`config.mk`:
```
export PLATFORM = sky130hd
export DESIGN_NAME = base58_encoder
export DESIGN_NICKNAME = d
export VERILOG_FILES = /design/src/sv/b58_pkg.sv /design/src/sv/b58_divmod.sv /design/src/sv/b58_digit_ram.sv /design/src/sv/base58_encoder.sv
export SDC_FILE = /design/constraint.sdc
export NUM_CORES = 1
export LEC_CHECK = 0
export BUFFER_PORTS_ARGS = -buffer_cell sky130_fd_sc_hd__clkbuf_2
export CORE_MARGIN = 1
export CORE_UTILIZATION = 58
export DETAILED_ROUTE_END_ITERATION = 10
export GPL_TIMING_DRIVEN = 0
export HOLD_SLACK_MARGIN = 0.1
export PLACE_DENSITY = 0.77
export REMOVE_ABC_BUFFERS = 1
export SLEW_MARGIN = 20
export SYNTH_ARGS = -nofsm -noshare
export SYNTH_HDL_FRONTEND = slang
export SYNTH_SLANG_ARGS = --single-unit
```
`constraint.sdc`:
```
create_clock -name clk -period 10.6 [get_ports clk]
set_clock_uncertainty 0.2 [all_clocks]
set_input_delay 1.59 -clock clk [delete_from_list [all_inputs] [get_ports clk]]
set_output_delay 1.59 -clock clk [all_outputs]
set_load 0.01 [all_outputs]
```
`src/sv/b58_pkg.sv`:
```
// Shared types, constants and the alphabet lookup for the base-58 encoder.
`timescale 1ns / 1ps

package b58_pkg;

  localparam int MAX_BYTES_DEF = 32;

  // Digit count grows as log(256)/log(58), which is about 1.37 digits per byte (1.38 is used).
  localparam int DIGIT_MUL = 138;
  localparam int DIGIT_DIV = 100;

  localparam int BYTE_W  = 8;
  localparam int DIGIT_W = 6;
  localparam int CHAR_W  = 7;
  localparam int CAP_W   = 7;
  localparam int RADIX   = 58;

  // The running carry never exceeds 256, so one digit plus carry stays below 2^14.
  localparam int CARRY_W = 9;
  localparam int SUM_W   = 14;

  // Reciprocal of 58 scaled by 2^21, exact for every sum below 2^17.
  localparam int          RECIP_W = 16;
  localparam int          RECIP_S = 21;
  localparam logic [15:0] RECIP_M = 16'd36158;

  localparam logic [CAP_W-1:0] CAP_RESET = 7'd64;

  localparam logic [8*RADIX-1:0] ALPHA_STR =
      "rpshnaf39wBUDNEGHJKLM4PQRST7VWXYZ2bcdeCg65jkm8oFqi1tuvAxyz";

  typedef struct packed {
    logic [BYTE_W-1:0] data_byte;
    logic              last_byte;
  } in_beat_t;

  typedef struct packed {
    logic [CHAR_W-1:0] char_code;
    logic              last_char;
    logic              too_long;
    logic [CAP_W-1:0]  total_length;
  } out_beat_t;

  // Digit value to ASCII; codes beyond the alphabet map to its first letter.
  function automatic logic [CHAR_W-1:0] b58_char(input logic [DIGIT_W-1:0] idx);
    int          pos;
    logic [7:0]  ch;
    pos = 8 * (RADIX - 1 - int'(idx));
    if (int'(idx) >= RADIX) begin
      pos = 8 * (RADIX - 1);
    end
    ch = ALPHA_STR[pos +: 8];
    return ch[CHAR_W-1:0];
  endfunction

endpackage

```
`src/sv/b58_divmod.sv`:
```
// Shared divide-by-58 unit: quotient by reciprocal multiply, remainder by shift-add.
`timescale 1ns / 1ps

module b58_divmod (
  input  logic [b58_pkg::SUM_W-1:0]   x,
  output logic [b58_pkg::CARRY_W-1:0] q,
  output logic [b58_pkg::DIGIT_W-1:0] r
);
  import b58_pkg::*;

  logic [SUM_W+RECIP_W-1:0] prod;
  logic [SUM_W-1:0]         q_ext;
  logic [SUM_W-1:0]         q_times;
  logic [SUM_W-1:0]         rem;

  assign prod  = (SUM_W+RECIP_W)'(x) * (SUM_W+RECIP_W)'(RECIP_M);
  assign q     = prod[RECIP_S +: CARRY_W];
  assign q_ext = SUM_W'(q);

  // 58 = 32 + 16 + 8 + 2.
  assign q_times = (q_ext << 5) + (q_ext << 4) + (q_ext << 3) + (q_ext << 1);
  assign rem     = x - q_times;
  assign r       = rem[DIGIT_W-1:0];

endmodule

```
`src/sv/b58_digit_ram.sv`:
```
// Base-58 digit memory with per-entry valid bits so a single clear empties a whole string.
`timescale 1ns / 1ps

module b58_digit_ram #(
  parameter int DEPTH  = 45,
  parameter int ADDR_W = 6
) (
  input  logic                         clk,
  input  logic                         rst_n,
  input  logic                         clear,
  input  logic                         we,
  input  logic [ADDR_W-1:0]            waddr,
  input  logic [b58_pkg::DIGIT_W-1:0]  wdata,
  input  logic                         re,
  input  logic [ADDR_W-1:0]            raddr,
  output logic [b58_pkg::DIGIT_W-1:0]  rdata
);
  import b58_pkg::*;

  logic [DIGIT_W-1:0] mem [DEPTH];
  logic [DEPTH-1:0]   vld_r;
  logic [DIGIT_W-1:0] rdata_r;

  always_ff @(posedge clk) begin
    if (!rst_n) begin
      vld_r <= '0;
    end else if (clear) begin
      vld_r <= '0;
    end else if (we) begin
      vld_r[waddr] <= 1'b1;
    end
  end

  always_ff @(posedge clk) begin
    if (we) begin
      mem[waddr] <= wdata;
    end
  end

  // An entry not written since the last clear reads as zero.
  always_ff @(posedge clk) begin
    if (re) begin
      rdata_r <= vld_r[raddr] ? mem[raddr] : '0;
    end
  end

  assign rdata = rdata_r;

endmodule

```
`src/sv/base58_encoder.sv`:
```
// Top level of the base-58 encoder: byte intake, digit fold sequencer and character output.
`timescale 1ns / 1ps

// Bytes arrive most significant first, one per beat, with last_byte on the final one. A
// leading zero byte is only counted; every later byte, up to MAX_BYTES, is folded into
// the digit memory (DIGITS = MAX_BYTES * 138 / 100 + 1 digits, 45 at MAX_BYTES = 32) by
// the single divide-by-58 unit, one digit per cycle, and in_ready stays low meanwhile.
// After the last byte the memory is scanned for the first nonzero digit, each digit
// passing a read state and a check state. Characters then leave, paced by out_ready: one
// per cycle for each leading zero byte, while each significant digit passes a read state
// and a load state for the registered memory read. A string that would not fit cfg_wdata's
// capacity, or that is longer than MAX_BYTES, yields a single beat with too_long set. The
// result register holds the final character while the next string is already being taken in.
module base58_encoder #(
  parameter int MAX_BYTES = b58_pkg::MAX_BYTES_DEF
) (
  input  logic                      clk,
  input  logic                      rst_n,
  input  logic                      in_valid,
  output logic                      in_ready,
  input  b58_pkg::in_beat_t         in_data,
  output logic                      out_valid,
  input  logic                      out_ready,
  output b58_pkg::out_beat_t        out_data,
  input  logic                      cfg_we,
  input  logic [b58_pkg::CAP_W-1:0] cfg_wdata
);
  import b58_pkg::*;

  localparam int DIGITS = MAX_BYTES * DIGIT_MUL / DIGIT_DIV + 1;
  localparam int ADDR_W = (DIGITS > 1) ? $clog2(DIGITS) : 1;
  localparam int IDX_W  = $clog2(DIGITS + 1);
  localparam int CNT_W  = $clog2(MAX_BYTES + 1);
  localparam int LEN_W  = $clog2(MAX_BYTES + DIGITS + 2);
  localparam int CMP_W  = (LEN_W > CAP_W) ? LEN_W : CAP_W;

  typedef enum logic [9:0] {
    S_IDLE     = 10'b00_0000_0001,
    S_FOLD     = 10'b00_0000_0010,
    S_SCAN_RD  = 10'b00_0000_0100,
    S_SCAN_CHK = 10'b00_0000_1000,
    S_DECIDE   = 10'b00_0001_0000,
    S_ZERO     = 10'b00_0010_0000,
    S_DIG_RD   = 10'b00_0100_0000,
    S_DIG_LD   = 10'b00_1000_0000,
    S_REJECT   = 10'b01_0000_0000,
    S_SPARE    = 10'b10_0000_0000
  } state_t;

  state_t             state_r, state_nxt;
  logic [CAP_W-1:0]   cap_r;
  logic [CNT_W-1:0]   byte_cnt_r, byte_cnt_nxt;
  logic [CNT_W-1:0]   zero_run_r, zero_run_nxt;
  logic               seen_r, seen_nxt;
  logic               overrun_r, overrun_nxt;
  logic               last_r, last_nxt;
  logic [CARRY_W-1:0] carry_r, carry_nxt;
  logic [ADDR_W-1:0]  fold_idx_r, fold_idx_nxt;
  logic [IDX_W-1:0]   scan_idx_r, scan_idx_nxt;
  logic [IDX_W-1:0]   first_r, first_nxt;
  logic [LEN_W-1:0]   len_r, len_nxt;
  logic [LEN_W-1:0]   count_r, count_nxt;
  logic [LEN_W-1:0]   emit_k_r, emit_k_nxt;
  logic [ADDR_W-1:0]  dig_idx_r, dig_idx_nxt;
  logic               out_valid_r, out_valid_nxt;
  out_beat_t          out_data_r, out_data_nxt;

  logic               take;
  logic               slot_free;
  logic               is_last;
  logic               ram_clear, ram_we, ram_re;
  logic [ADDR_W-1:0]  ram_waddr, ram_raddr;
  logic [DIGIT_W-1:0] ram_rdata;
  logic [SUM_W-1:0]   fold_sum;
  logic [CARRY_W-1:0] div_q;
  logic [DIGIT_W-1:0] div_r;

  assign in_ready  = (state_r == S_IDLE);
  assign take      = in_valid && in_ready;
  assign slot_free = !out_valid_r || out_ready;
  assign is_last   = (emit_k_r == count_r - LEN_W'(1));
  assign fold_sum  = SUM_W'(carry_r) + {ram_rdata, 8'b0};

  b58_divmod u_div (
    .x (fold_sum),
    .q (div_q),
    .r (div_r)
  );

  b58_digit_ram #(
    .DEPTH  (DIGITS),
    .ADDR_W (ADDR_W)
  ) u_ram (
    .clk   (clk),
    .rst_n (rst_n),
    .clear (ram_clear),
    .we    (ram_we),
    .waddr (ram_waddr),
    .wdata (div_r),
    .re    (ram_re),
    .raddr (ram_raddr),
    .rdata (ram_rdata)
  );

  always_comb begin
    state_nxt     = state_r;
    byte_cnt_nxt  = byte_cnt_r;
    zero_run_nxt  = zero_run_r;
    seen_nxt      = seen_r;
    overrun_nxt   = overrun_r;
    last_nxt      = last_r;
    carry_nxt     = carry_r;
    fold_idx_nxt  = fold_idx_r;
    scan_idx_nxt  = scan_idx_r;
    first_nxt     = first_r;
    len_nxt       = len_r;
    count_nxt     = count_r;
    emit_k_nxt    = emit_k_r;
    dig_idx_nxt   = dig_idx_r;
    out_valid_nxt = out_valid_r && !out_ready;
    out_data_nxt  = out_data_r;
    ram_clear     = 1'b0;
    ram_we        = 1'b0;
    ram_waddr     = fold_idx_r;
    ram_re        = 1'b0;
    ram_raddr     = fold_idx_r;

    unique case (state_r)
      S_IDLE: begin
        if (take) begin
          last_nxt     = in_data.last_byte;
          scan_idx_nxt = '0;
          if (byte_cnt_r >= CNT_W'(MAX_BYTES)) begin
            overrun_nxt = 1'b1;
            state_nxt   = in_data.last_byte ? S_SCAN_RD : S_IDLE;
          end else if (!seen_r && in_data.data_byte == '0) begin
            byte_cnt_nxt = byte_cnt_r + CNT_W'(1);
            zero_run_nxt = zero_run_r + CNT_W'(1);
            state_nxt    = in_data.last_byte ? S_SCAN_RD : S_IDLE;
          end else begin
            // Start the walk at the least significant digit.
            byte_cnt_nxt = byte_cnt_r + CNT_W'(1);
            seen_nxt     = 1'b1;
            carry_nxt    = CARRY_W'(in_data.data_byte);
            fold_idx_nxt = ADDR_W'(DIGITS - 1);
            ram_re       = 1'b1;
            ram_raddr    = ADDR_W'(DIGITS - 1);
            state_nxt    = S_FOLD;
          end
        end
      end

      S_FOLD: begin
        ram_we    = 1'b1;
        ram_waddr = fold_idx_r;
        carry_nxt = div_q;
        if (fold_idx_r == '0) begin
          state_nxt = last_r ? S_SCAN_RD : S_IDLE;
        end else begin
          fold_idx_nxt = fold_idx_r - ADDR_W'(1);
          ram_re       = 1'b1;
          ram_raddr    = fold_idx_r - ADDR_W'(1);
        end
      end

      S_SCAN_RD: begin
        ram_re    = 1'b1;
        ram_raddr = scan_idx_r[ADDR_W-1:0];
        state_nxt = S_SCAN_CHK;
      end

      S_SCAN_CHK: begin
        if (ram_rdata != '0 || scan_idx_r == IDX_W'(DIGITS - 1)) begin
          first_nxt = (ram_rdata != '0) ? scan_idx_r : IDX_W'(DIGITS);
          len_nxt   = LEN_W'(zero_run_r) + LEN_W'(DIGITS) - LEN_W'(first_nxt) + LEN_W'(1);
          state_nxt = S_DECIDE;
        end else begin
          scan_idx_nxt = scan_idx_r + IDX_W'(1);
          state_nxt    = S_SCAN_RD;
        end
      end

      S_DECIDE: begin
        count_nxt   = len_r - LEN_W'(1);
        emit_k_nxt  = '0;
        dig_idx_nxt = first_r[ADDR_W-1:0];
        if (overrun_r || CMP_W'(len_r) > CMP_W'(cap_r)) begin
          state_nxt = S_REJECT;
        end else if (zero_run_r != '0) begin
          state_nxt = S_ZERO;
        end else begin
          state_nxt = S_DIG_RD;
        end
      end

      S_ZERO: begin
        if (slot_free) begin
          out_valid_nxt             = 1'b1;
          out_data_nxt.char_code    = b58_char('0);
          out_data_nxt.last_char    = is_last;
          out_data_nxt.too_long     = 1'b0;
          out_data_nxt.total_length = CAP_W'(len_r);
          emit_k_nxt                = emit_k_r + LEN_W'(1);
          if (is_last) begin
            ram_clear = 1'b1;
            state_nxt = S_IDLE;
          end else if (emit_k_r + LEN_W'(1) == LEN_W'(zero_run_r)) begin
            state_nxt = S_DIG_RD;
          end
        end
      end

      S_DIG_RD: begin
        ram_re    = 1'b1;
        ram_raddr = dig_idx_r;
        state_nxt = S_DIG_LD;
      end

      S_DIG_LD: begin
        if (slot_free) begin
          out_valid_nxt             = 1'b1;
          out_data_nxt.char_code    = b58_char(ram_rdata);
          out_data_nxt.last_char    = is_last;
          out_data_nxt.too_long     = 1'b0;
          out_data_nxt.total_length = CAP_W'(len_r);
          emit_k_nxt                = emit_k_r + LEN_W'(1);
          if (is_last) begin
            ram_clear = 1'b1;
            state_nxt = S_IDLE;
          end else begin
            dig_idx_nxt = dig_idx_r + ADDR_W'(1);
            state_nxt   = S_DIG_RD;
          end
        end
      end

      S_REJECT: begin
        if (slot_free) begin
          out_valid_nxt             = 1'b1;
          out_data_nxt.char_code    = '0;
          out_data_nxt.last_char    = 1'b1;
          out_data_nxt.too_long     = 1'b1;
          out_data_nxt.total_length = '0;
          ram_clear                 = 1'b1;
          state_nxt                 = S_IDLE;
        end
      end

      default: begin
        state_nxt = S_IDLE;
      end
    endcase

    // Once the final beat of a string is loaded, the string state starts over.
    if (ram_clear) begin
      byte_cnt_nxt = '0;
      zero_run_nxt = '0;
      seen_nxt     = 1'b0;
      overrun_nxt  = 1'b0;
    end
  end

  always_ff @(posedge clk) begin
    if (!rst_n) begin
      state_r     <= S_IDLE;
      cap_r       <= CAP_RESET;
      byte_cnt_r  <= '0;
      zero_run_r  <= '0;
      seen_r      <= 1'b0;
      overrun_r   <= 1'b0;
      out_valid_r <= 1'b0;
    end else begin
      state_r     <= state_nxt;
      byte_cnt_r  <= byte_cnt_nxt;
      zero_run_r  <= zero_run_nxt;
      seen_r      <= seen_nxt;
      overrun_r   <= overrun_nxt;
      out_valid_r <= out_valid_nxt;
      if (cfg_we) begin
        cap_r <= cfg_wdata;
      end
    end
  end

  always_ff @(posedge clk) begin
    last_r     <= last_nxt;
    carry_r    <= carry_nxt;
    fold_idx_r <= fold_idx_nxt;
    scan_idx_r <= scan_idx_nxt;
    first_r    <= first_nxt;
    len_r      <= len_nxt;
    count_r    <= count_nxt;
    emit_k_r   <= emit_k_nxt;
    dig_idx_r  <= dig_idx_nxt;
    out_data_r <= out_data_nxt;
  end

  assign out_valid = out_valid_r;
  assign out_data  = out_data_r;

endmodule

```
==> results of run 1 <==
[flip-flops by register name (all words and copies together) (netlist names), 6 cells and up]
register,cells
u_ram.mem,270
u_ram.vld_r,45
out_data,16
carry_r,9
state_r,9
cap_r,7
count_r,7
emit_k_r,7
len_r,7
byte_cnt_r,6
dig_idx_r,6
first_r,6
fold_idx_r,6
scan_idx_r,6
u_ram.rdata,6
zero_run_r,6
[through the flow]
step / instance area (µm²) / setup WS (ns) / std cells
detailed placement: 24300 / -0.167 / 2658
global route: 25700 / -0.0314 / 2743
finish: 25700 / 0.579 / 2743
CTS: 25600 / 0.0703 / 2738
floorplan: 22800 / 0.237 / 2066
global placement: 23600 / -3.01 / 2629
[timing repair]
item                       CTS  global route
setup endpoints to repair   17            45
buffers inserted             2             5
resized for setup            0             3
pin swaps                    0             1
[cell usage in the layout, fill, tap and decap left out, types with 15 or more instances in the layout]
| cell type | Yosys | final |
|---|---|---|
| a31oi_1 | 25 | 24 |
| nor3_1 | 20 | 19 |
| nand4_1 | 15 | 15 |
| nor2_1 | 214 | 213 |
| mux2i_1 | 56 | 56 |
| nand2_1 | 326 | 325 |
| inv_1 | 167 | 167 |
| edfxtp_1 | 347 | 347 |
| clkbuf_16 | 0 | 44 |
| xor2_1 | 33 | 31 |
| nand3_1 | 116 | 115 |
| fa_1 | 61 | 60 |
| o22ai_1 | 15 | 15 |
| clkbuf_2 | 0 | 38 |
| and3_1 | 21 | 20 |
| ha_1 | 167 | 167 |
| o21ai_0 | 62 | 62 |
| xnor2_1 | 49 | 42 |
| dfxtp_1 | 76 | 76 |
| a21oi_1 | 60 | 60 |
| nor2b_1 | 21 | 20 |
[layout make-up]
type | instances | area [µm²] | share of cell area, %
clock inverter | 19 | 170 | 0.662
multi-input combinational | 1475 | 10400 | 40.4
inverter | 168 | 631 | 2.45
sequential | 423 | 11900 | 46.4
clock buffer | 59 | 1190 | 4.63
tap | 525 | 657 | 2.55
timing repair buffer | 74 | 743 | 2.89
[metal layers]
layer	GRT usage (%)	routed length (µm)
met1	37.4	23100
met2	44.1	26200
met3	3.97	4320
met4	9.59	1790
met5	0	0
[critical path: cells and delay by family, from the launching register on]
kind / cells / cell delay, ns
flops: 1 / 0.51
fa+ha+maj: 13 / 4.85
buf+inv: 9 / 1.10
compound gates: 6 / 0.91
xor+xnor: 6 / 1.52
simple gates: 5 / 0.77
[worst paths after layout]
| path | start | end | slack [ns] | cells after the start |
|---|---|---|---|---|
| worst max-delay path | u_ram.rdata[1]$_SDFFCE_PN0P_ | u_ram.mem[40][5]$_DFFE_PP_ | 0.58 | 39 |
| worst min register to register | u_ram.vld_r[12]$_SDFFE_PP0P_ | u_ram.vld_r[12]$_SDFFE_PP0P_ | 0.27 | 2 |
| worst max register to register | u_ram.rdata[1]$_SDFFCE_PN0P_ | u_ram.mem[40][5]$_DFFE_PP_ | 0.58 | 39 |
| worst min-delay path | u_ram.vld_r[12]$_SDFFE_PP0P_ | u_ram.vld_r[12]$_SDFFE_PP0P_ | 0.27 | 2 |
[cell families (layout without fill, tap and decap cells)]
logic type / Yosys count / after routing
buffers and inverters: 266 / 320
adders and majority gates: 228 / 228
and+or+nand+nor: 821 / 821
muxes: 58 / 58
xor gates and xnor gates: 82 / 82
DFF: 423 / 423
AOI/OAI and AO/OA: 286 / 286
==> qor.csv, run 1 <==
metric,value,unit
status,"finished, final reports clean",
grt_usage,27.2,%
cts-htree-levels,2,
antenna_left,0,
postCtsHoldBufs,0,
grt_first_pass_wirelength,87500,µm
core_area,39600,µm²
vias_per_cell,6.08,
wl,55300,µm
yosysSeqAreaShare,51.2,%
drc,0,
slew_headroom,21.7,%
die-area,41000,µm²
cts_tree,yes,
numPortBuffers,38,
nets,2434,
synth-seq-cells,423,
synth_top_family_by_area,simple AND/OR/NAND/NOR gates,
grt_antenna_before_repair,0,
fin_crit_sh,94.5,%
synth_area,23300,µm²
syn2layout_area_growth,10.4,%
syn_inst,2164,
fp.dieW,202,µm
worstMarginPinSlew,1.17,ns
end_kind,flop,
worstSetupPathType,flop to flop,
cp_max_fo,18,
gr-total-overflow,0,
max_freq,0.0998,GHz
dp_hpwl,39000,µm
synth-simple-area-share,16.0,%
setup_tns,0,ns
cts_max_path_buffers,3,
synth_fa_ha_area_share,14.2,%
setup_viol,0,
synth_mux_area_share,2.50,%
cp_common_cell,ha_1,
synth_cell_types,88,
synth_most_common_cell,edfxtp_1,
grt_max_degree,58,
num_rows,73,
slew_viol_final,0,
nFillCells,2941,
postSynth.asyncResetShare,0,%
arrival,10.21,ns
synth_top_cell_area_share,44.7,%
drv_cap,0,
synth_edf_count,347,
clock-root-buffer,clkbuf_16,
synth.avg_cell_area,10.8,µm²
drive_gt1_share,7.94,%
fin_util,64.9,%
dr.first_iter.drc_count,1823,
synth-xor-area-share,3.08,%
synth_compound_area_share,8.11,%
clkSinkCount,423,
ys_warn_count,0,
firstDrtPassIters,6,
critical_path.startpoint_type,flop,
synth-main-ff-cell,edfxtp_1,
max_stage_delay,0.58,ns
worstPathRequired,10.79,ns
die_h,202,µm
hold_slack,0.268,ns
ys_top_cells_by_count,"edfxtp_1 (347), nand2_1 (326), nor2_1 (214)",
initial_utilization,58.8,%
drt-wirelength-per-cell,20.2,µm
slowest_stage,fa_1,
grt_pass1_vias,16400,
io_pins,39,
ys_top_cells_by_area,"edfxtp_1 (45%), ha_1 (9.0%), dfxtp_1 (6.5%)",
yosys.area.top_type,edfxtp_1,
vias,16700,
hp-class,flop to flop,
cts_made_buffers,43,
gp_congestion,0.929,
insertion_delay,0.56,ns
hold_viol,0,
period_needed,10.02,ns
num_antenna_cells,0,
clk_pin_slew_worst_paths,0.06,ns
Power of run 1 is not shown: default switching activity piles up to over one toggle a cycle in this logic, so the estimate is an artifact.
==> run 2: changes to the inputs <==
- SYNTH_HIERARCHICAL: unset -> 1
==> qor.csv, run 2 <==
metric,value,unit,change
synth_mux_area_share,8.93,%,was 2.50%
setup_viol,0,,unchanged
synth-xor-area-share,2.88,%,was 3.08%
worstMarginPinSlew,1.18,ns,was 1.17 ns
status,"finished, final reports clean",,unchanged
grtUsageMet3,3.84,%,was 3.97%
max_stage_delay,0.75,ns,was 0.58 ns
synth_most_common_cell,edfxtp_1,,unchanged
synth_edf_count,347,,unchanged
drive_gt1_share,13.3,%,was 7.94%
synth-main-ff-cell,edfxtp_1,,unchanged
synth-seq-cells,423,,unchanged
clkSinkCount,423,,unchanged
cp_max_fo,24,,was 18
slew_viol_final,0,,unchanged
regMostFlops,u_ram/mem,,was u_ram.mem
hold_viol,0,,unchanged
yosysSeqAreaShare,51.7,%,was 51.2%
insertion_delay,0.57,ns,was 0.56 ns
synth_fa_ha_area_share,14.7,%,was 14.2%
initial_utilization,59.3,%,was 58.8%
hold_end,u_ram/vld_r[4]$_SDFFE_PP0P_,,was u_ram.vld_r[12]$_SDFFE_PP0P_
synth_top_family_by_area,adder cells,,was simple AND/OR/NAND/NOR gates
arrival,10.22,ns,was 10.21 ns
holdPathStages,1,,was 2
slew_headroom,21.3,%,was 21.7%
synth-simple-area-share,8.92,%,was 16.0%
grt_use_met2,42.8,%,was 44.1%
grt_antenna_before_repair,0,,unchanged
rrSetupSlack,0.48,ns,was 0.58 ns
synth_compound_area_share,8.52,%,was 8.11%
grt_first_pass_wirelength,80300,µm,was 87500 µm
slowest_stage,edfxtp_1,,was fa_1
nets,2123,,was 2434
cts-htree-levels,2,,unchanged
drt-wirelength-per-cell,20.8,µm,was 20.2 µm
fp.dieW,201,µm,was 202 µm
drv_cap,0,,unchanged
clock-root-buffer,clkbuf_16,,unchanged
holdCritStartpoint,u_ram/vld_r[4]$_SDFFE_PP0P_,,was u_ram.vld_r[12]$_SDFFE_PP0P_
vias,14600,,was 16700
dp_hpwl,36200,µm,was 39000 µm
hp-class,flop to flop,,unchanged
place_area,24100,µm²,was 24300 µm²
io_pins,39,,unchanged
dr.first_iter.drc_count,1183,,was 1823
ys_warn_count,6,,was 0
synth.avg_cell_area,12.7,µm²,was 10.8 µm²
dp_slack,0.0278,ns,was -0.167 ns
busiest_layer,met2,,unchanged
ys_top_cells_by_count,"edfxtp_1 (347), inv_1 (177), ha_1 (170)",,"was edfxtp_1 (347), nand2_1 (326), nor2_1 (214)"
ys_top_cells_by_area,"edfxtp_1 (45%), ha_1 (9.2%), dfxtp_1 (6.6%)",,"was edfxtp_1 (45%), ha_1 (9.0%), dfxtp_1 (6.5%)"
cts_tree,yes,,unchanged
vias_per_cell,6.04,,was 6.08
rsz0062_at_grt,false,,
period_needed,10.12,ns,was 10.02 ns
firstDrtPassIters,6,,unchanged
clk_pin_slew_worst_paths,0.06,ns,about the same
synth_cell_types,86,,was 88
critical_path.startpoint_type,flop,,unchanged
nFillCells,2888,,was 2941
die-area,40600,µm²,was 41000 µm²
grt_pass1_vias,14900,,was 16400
setup_ws,0.477,ns,was 0.579 ns
syn_inst,1817,,was 2164
hold_slack,0.259,ns,was 0.268 ns
fin_crit_sh,95.5,%,was 94.5%
worstPathRequired,10.69,ns,was 10.79 ns
mostFrequentLayoutCell,edfxtp_1,,unchanged
grtUsageMet1,33.3,%,was 37.4%
gr-total-overflow,0,,unchanged
num_antenna_cells,0,,unchanged
die_h,201,µm,was 202 µm
gp_congestion,0.927,,was 0.929
grt_usage,25.3,%,was 27.2%
synth_area,23100,µm²,was 23300 µm²
core_area,38900,µm²,was 39600 µm²
postCtsHoldBufs,0,,unchanged
drc,0,,unchanged
synth_top_cell_area_share,45.1,%,was 44.7%
cts_max_path_buffers,3,,unchanged
end_kind,flop,,unchanged
antenna_left,0,,unchanged
design_area,25500,µm²,was 25700 µm²
postSynth.asyncResetShare,0,%,unchanged
numPortBuffers,38,,unchanged
grt_max_degree,46,,was 58
worstSetupPathType,flop to flop,,unchanged
r2r_start,u_ram/rdata[0]$_SDFFCE_PN0P_,,was u_ram.rdata[1]$_SDFFCE_PN0P_
most-common-layout-cells,"edfxtp_1 (347), inv_1 (176), ha_1 (170)",,"was edfxtp_1 (347), nand2_1 (325), nor2_1 (213)"
num_rows,72,,was 73
worstRegToRegCells,29,,was 39
max_freq,0.0988,GHz,was 0.0998 GHz
r2r-end,u_ram/mem[10][5]$_DFFE_PP_,,was u_ram.mem[40][5]$_DFFE_PP_
largest_register_ffs,270,,unchanged
syn2layout_area_growth,10.6,%,was 10.4%
wl,50300,µm,was 55300 µm
yosys.area.top_type,edfxtp_1,,unchanged
cts_made_buffers,44,,was 43
-- run 2: changes by cell type after synthesis, moves of 14 or more --
| cell | previous run | this run |
|---|---|---|
| o21a_1 | 8 | 47 |
| nand3_1 | 116 | 30 |
| nand2_1 | 326 | 118 |
| mux4_2 | 0 | 57 |
| a221oi_1 | 1 | 15 |
| and3_1 | 21 | 2 |
| clkbuf_1 | 49 | 31 |
| buf_2 | 28 | 14 |
| nor2_1 | 214 | 141 |
-- run 2: stage by stage --
step | cells | util (%) | setup TNS (ns)
final | 2421 | 65.6 | 0
after detailed placement | 2339 | 61.9 | 0
after global routing | 2421 | 65.6 | 0
after CTS | 2419 | 65.5 | 0
after global placement | 2305 | 60.6 | -158.92
after floorplan | 1749 | - | -2.60
-- run 2: final cells by class --
| cell class | count | area, µm² | share of cell area (%) |
|---|---|---|---|
| flip-flops and latches | 423 | 11900 | 46.8 |
| multi-input cells | 1147 | 10200 | 40.1 |
| clock buffers | 71 | 1300 | 5.10 |
| inverters | 179 | 672 | 2.63 |
| well taps | 518 | 648 | 2.54 |
| repair buffers | 74 | 618 | 2.42 |
| clock inverters | 9 | 113 | 0.441 |
-- run 2: worst max path at each step --
stage	from	endpoint	slack [ns]
2_1_floorplan	in_data[5]	u_ram/rdata[0]$_SDFFCE_PN0P_	-0.43
3_3_place_gp	in_data[5]	u_ram/rdata[3]$_SDFFCE_PN0P_	-4.92
3_5_place_dp	u_ram/rdata[0]$_SDFFCE_PN0P_	u_ram/mem[13][5]$_DFFE_PP_	0.03
6_report	u_ram/rdata[0]$_SDFFCE_PN0P_	u_ram/mem[10][5]$_DFFE_PP_	0.48
4_1_cts	u_ram/rdata[0]$_SDFFCE_PN0P_	u_ram/mem[10][5]$_DFFE_PP_	0.01
5_1_grt	u_ram/rdata[0]$_SDFFCE_PN0P_	u_ram/mem[10][5]$_DFFE_PP_	0.04
-- run 2: logic make-up after synthesis --
logic type / count (synthesis)
and+or+nand+nor: 426
DFF: 423
AOI/OAI and AO/OA: 283
buffers and inverters: 247
adders and majority gates: 233
muxes: 133
xor gates and xnor gates: 72
-- run 2: critical path, delay by kind of cell (launching register included) --
family                   cells  cell delay (ns)
adder cells (fa/ha/maj)     12             4.99
buffers and inverters        4             0.42
AND/OR/NAND/NOR              4             0.46
flip-flops                   1             0.75
AO/OA/AOI/OAI                3             0.66
XOR/XNOR                     6             2.33
-- run 2: routing by layer --
metal,part of all wire (%),vias to the layer above
li1,-,6744
met1,41,7252
met2,49,509
met3,5.8,110
met4,3.4,0
met5,0,-
-- run 2: what timing repair did --
| action | CTS | global route |
|---|---|---|
| setup endpoints to repair | 0 | 45 |
| setup buffers | 0 | 2 |
| resized for setup | 0 | 1 |
Power of run 2 is left out for the same reason.
==> run 3: changes to the inputs <==
- CORE_UTILIZATION: 58 -> 30
- PLACE_DENSITY: 0.77 -> 0.46
==> qor.csv, run 3 (synthesis results as in run 2) <==
metric,value,unit,change
status,"finished, final reports clean",,unchanged
nFillCells,7478,,was 2888
max_freq,0.100,GHz,was 0.0988 GHz
cts_tree,yes,,unchanged
nets,2135,,was 2123
initial_utilization,30.3,%,was 59.3%
seqCellArea,11900,µm²,unchanged
largest_register_ffs,270,,unchanged
cp_max_fo,25,,was 24
insertion_delay,0.60,ns,was 0.57 ns
grt_max_degree,29,,was 46
drt-wirelength-per-cell,18.7,µm,was 20.8 µm
die_h,279,µm,was 201 µm
max_stage_delay,0.76,ns,was 0.75 ns
cts_max_path_buffers,3,,unchanged
period_needed,9.97,ns,was 10.12 ns
gp_congestion,0.823,,was 0.927
end_kind,flop,,unchanged
drv_cap,0,,unchanged
firstDrtPassIters,5,,was 6
worstSetupPathType,flop to flop,,unchanged
clk_pin_slew_worst_paths,0.06,ns,about the same
mostFrequentLayoutCell,edfxtp_1,,unchanged
grt_first_pass_wirelength,86700,µm,was 80300 µm
grt_usage,14.3,%,was 25.3%
cts_made_buffers,47,,was 44
clkSinkCount,423,,unchanged
antenna_left,0,,unchanged
numPortBuffers,38,,unchanged
most-common-layout-cells,"edfxtp_1 (347), inv_1 (176), ha_1 (170)",,unchanged
drc,0,,unchanged
syn2layout_area_growth,15.0,%,was 10.6%
worstPathRequired,10.72,ns,was 10.69 ns
rsz0062_at_grt,false,,unchanged
regMostFlops,u_ram/mem,,unchanged
gr-total-overflow,0,,unchanged
wl,55300,µm,was 50300 µm
die-area,78000,µm²,was 40600 µm²
fp.dieW,279,µm,was 201 µm
grt_antenna_before_repair,0,,unchanged
design_area,26500,µm²,was 25500 µm²
vias_per_cell,4.82,,was 6.04
worstMarginPinSlew,1.03,ns,was 1.18 ns
slowest_stage,edfxtp_1,,unchanged
setup_ws,0.633,ns,was 0.477 ns
vias,14200,,was 14600
drive_gt1_share,14.2,%,was 13.3%
clock-root-buffer,clkbuf_16,,unchanged
core_area,76100,µm²,was 38900 µm²
hold_viol,0,,unchanged
multi_input_area,10300,µm²,was 10200 µm²
hp-class,flop to flop,,unchanged
slew_viol_final,0,,unchanged
postCtsHoldBufs,0,,unchanged
num_rows,101,,was 72
arrival,10.09,ns,was 10.22 ns
grt_pass1_vias,14700,,was 14900
slew_headroom,31.3,%,was 21.3%
dp_hpwl,40900,µm,was 36200 µm
io_pins,39,,unchanged
critical_path.startpoint_type,flop,,unchanged
dp_slack,-0.145,ns,was 0.0278 ns
dr.first_iter.drc_count,783,,was 1183
cts-htree-levels,2,,unchanged
fin_crit_sh,94.0,%,was 95.5%
setup_viol,0,,unchanged
place_area,24900,µm²,was 24100 µm²
-- run 3: cell type report --
| class | count | share of cell area [%] |
|---|---|---|
| sequential | 423 | 45.0 |
| multi-input combinational | 1147 | 38.7 |
| clock buffer | 69 | 5.09 |
| tap | 1030 | 4.85 |
| timing repair buffer | 83 | 2.86 |
| inverter | 179 | 2.53 |
| clock inverter | 19 | 0.980 |
| antenna | 2 | 0.0189 |
-- run 3: worst max-delay path, delay by kind of cell (launching register included) --
family,cells,cell delay (ns)
flops,1,0.76
buf+inv,4,0.41
simple gates,5,0.58
fa+ha+maj,12,4.94
compound gates,3,0.67
xor+xnor,6,2.11
-- run 3: timing repair --
item,in CTS,in global routing
buffers inserted,1,3
cloned,0,0
resized for setup,0,3
setup endpoints to repair,25,45
-- run 3: path summary, 6_finish.rpt --
| check | start | to | slack (ns) | cells past startpoint |
|---|---|---|---|---|
| min | u_ram/vld_r[43]$_SDFFE_PP0P_ | u_ram/vld_r[43]$_SDFFE_PP0P_ | 0.26 | 1 |
| min reg2reg | u_ram/vld_r[43]$_SDFFE_PP0P_ | u_ram/vld_r[43]$_SDFFE_PP0P_ | 0.26 | 1 |
| max reg2reg | u_ram/rdata[1]$_SDFFCE_PN0P_ | u_ram/mem[2][5]$_DFFE_PP_ | 0.63 | 30 |
| max | u_ram/rdata[1]$_SDFFCE_PN0P_ | u_ram/mem[2][5]$_DFFE_PP_ | 0.63 | 30 |
-- run 3: metal layers --
| metal | track usage [%] | up-vias | wire, µm |
|---|---|---|---|
| met3 | 2.08 | 66 | 2020 |
| met5 | 0 | - | 0 |
| met4 | 3.79 | 0 | 1260 |
| met2 | 23.6 | 257 | 25900 |
| met1 | 19.7 | 7140 | 26100 |
| li1 | - | 6780 | - |
-- run 3: through the flow --
| step | setup TNS, ns | utilization [%] | std cells | hold WS, ns |
|---|---|---|---|---|
| detailed placement | -3.56 | 32.7 | 2858 | 0.251 |
| floorplan | -2.60 | - | 1749 | 0.226 |
| global route | 0 | 34.9 | 2950 | 0.284 |
| finish | 0 | 34.9 | 2952 | 0.261 |
| global placement | -283.42 | 31.9 | 2817 | 0.241 |
| CTS | 0 | 34.8 | 2947 | 0.266 |
Power of run 3 is left out for the same reason.
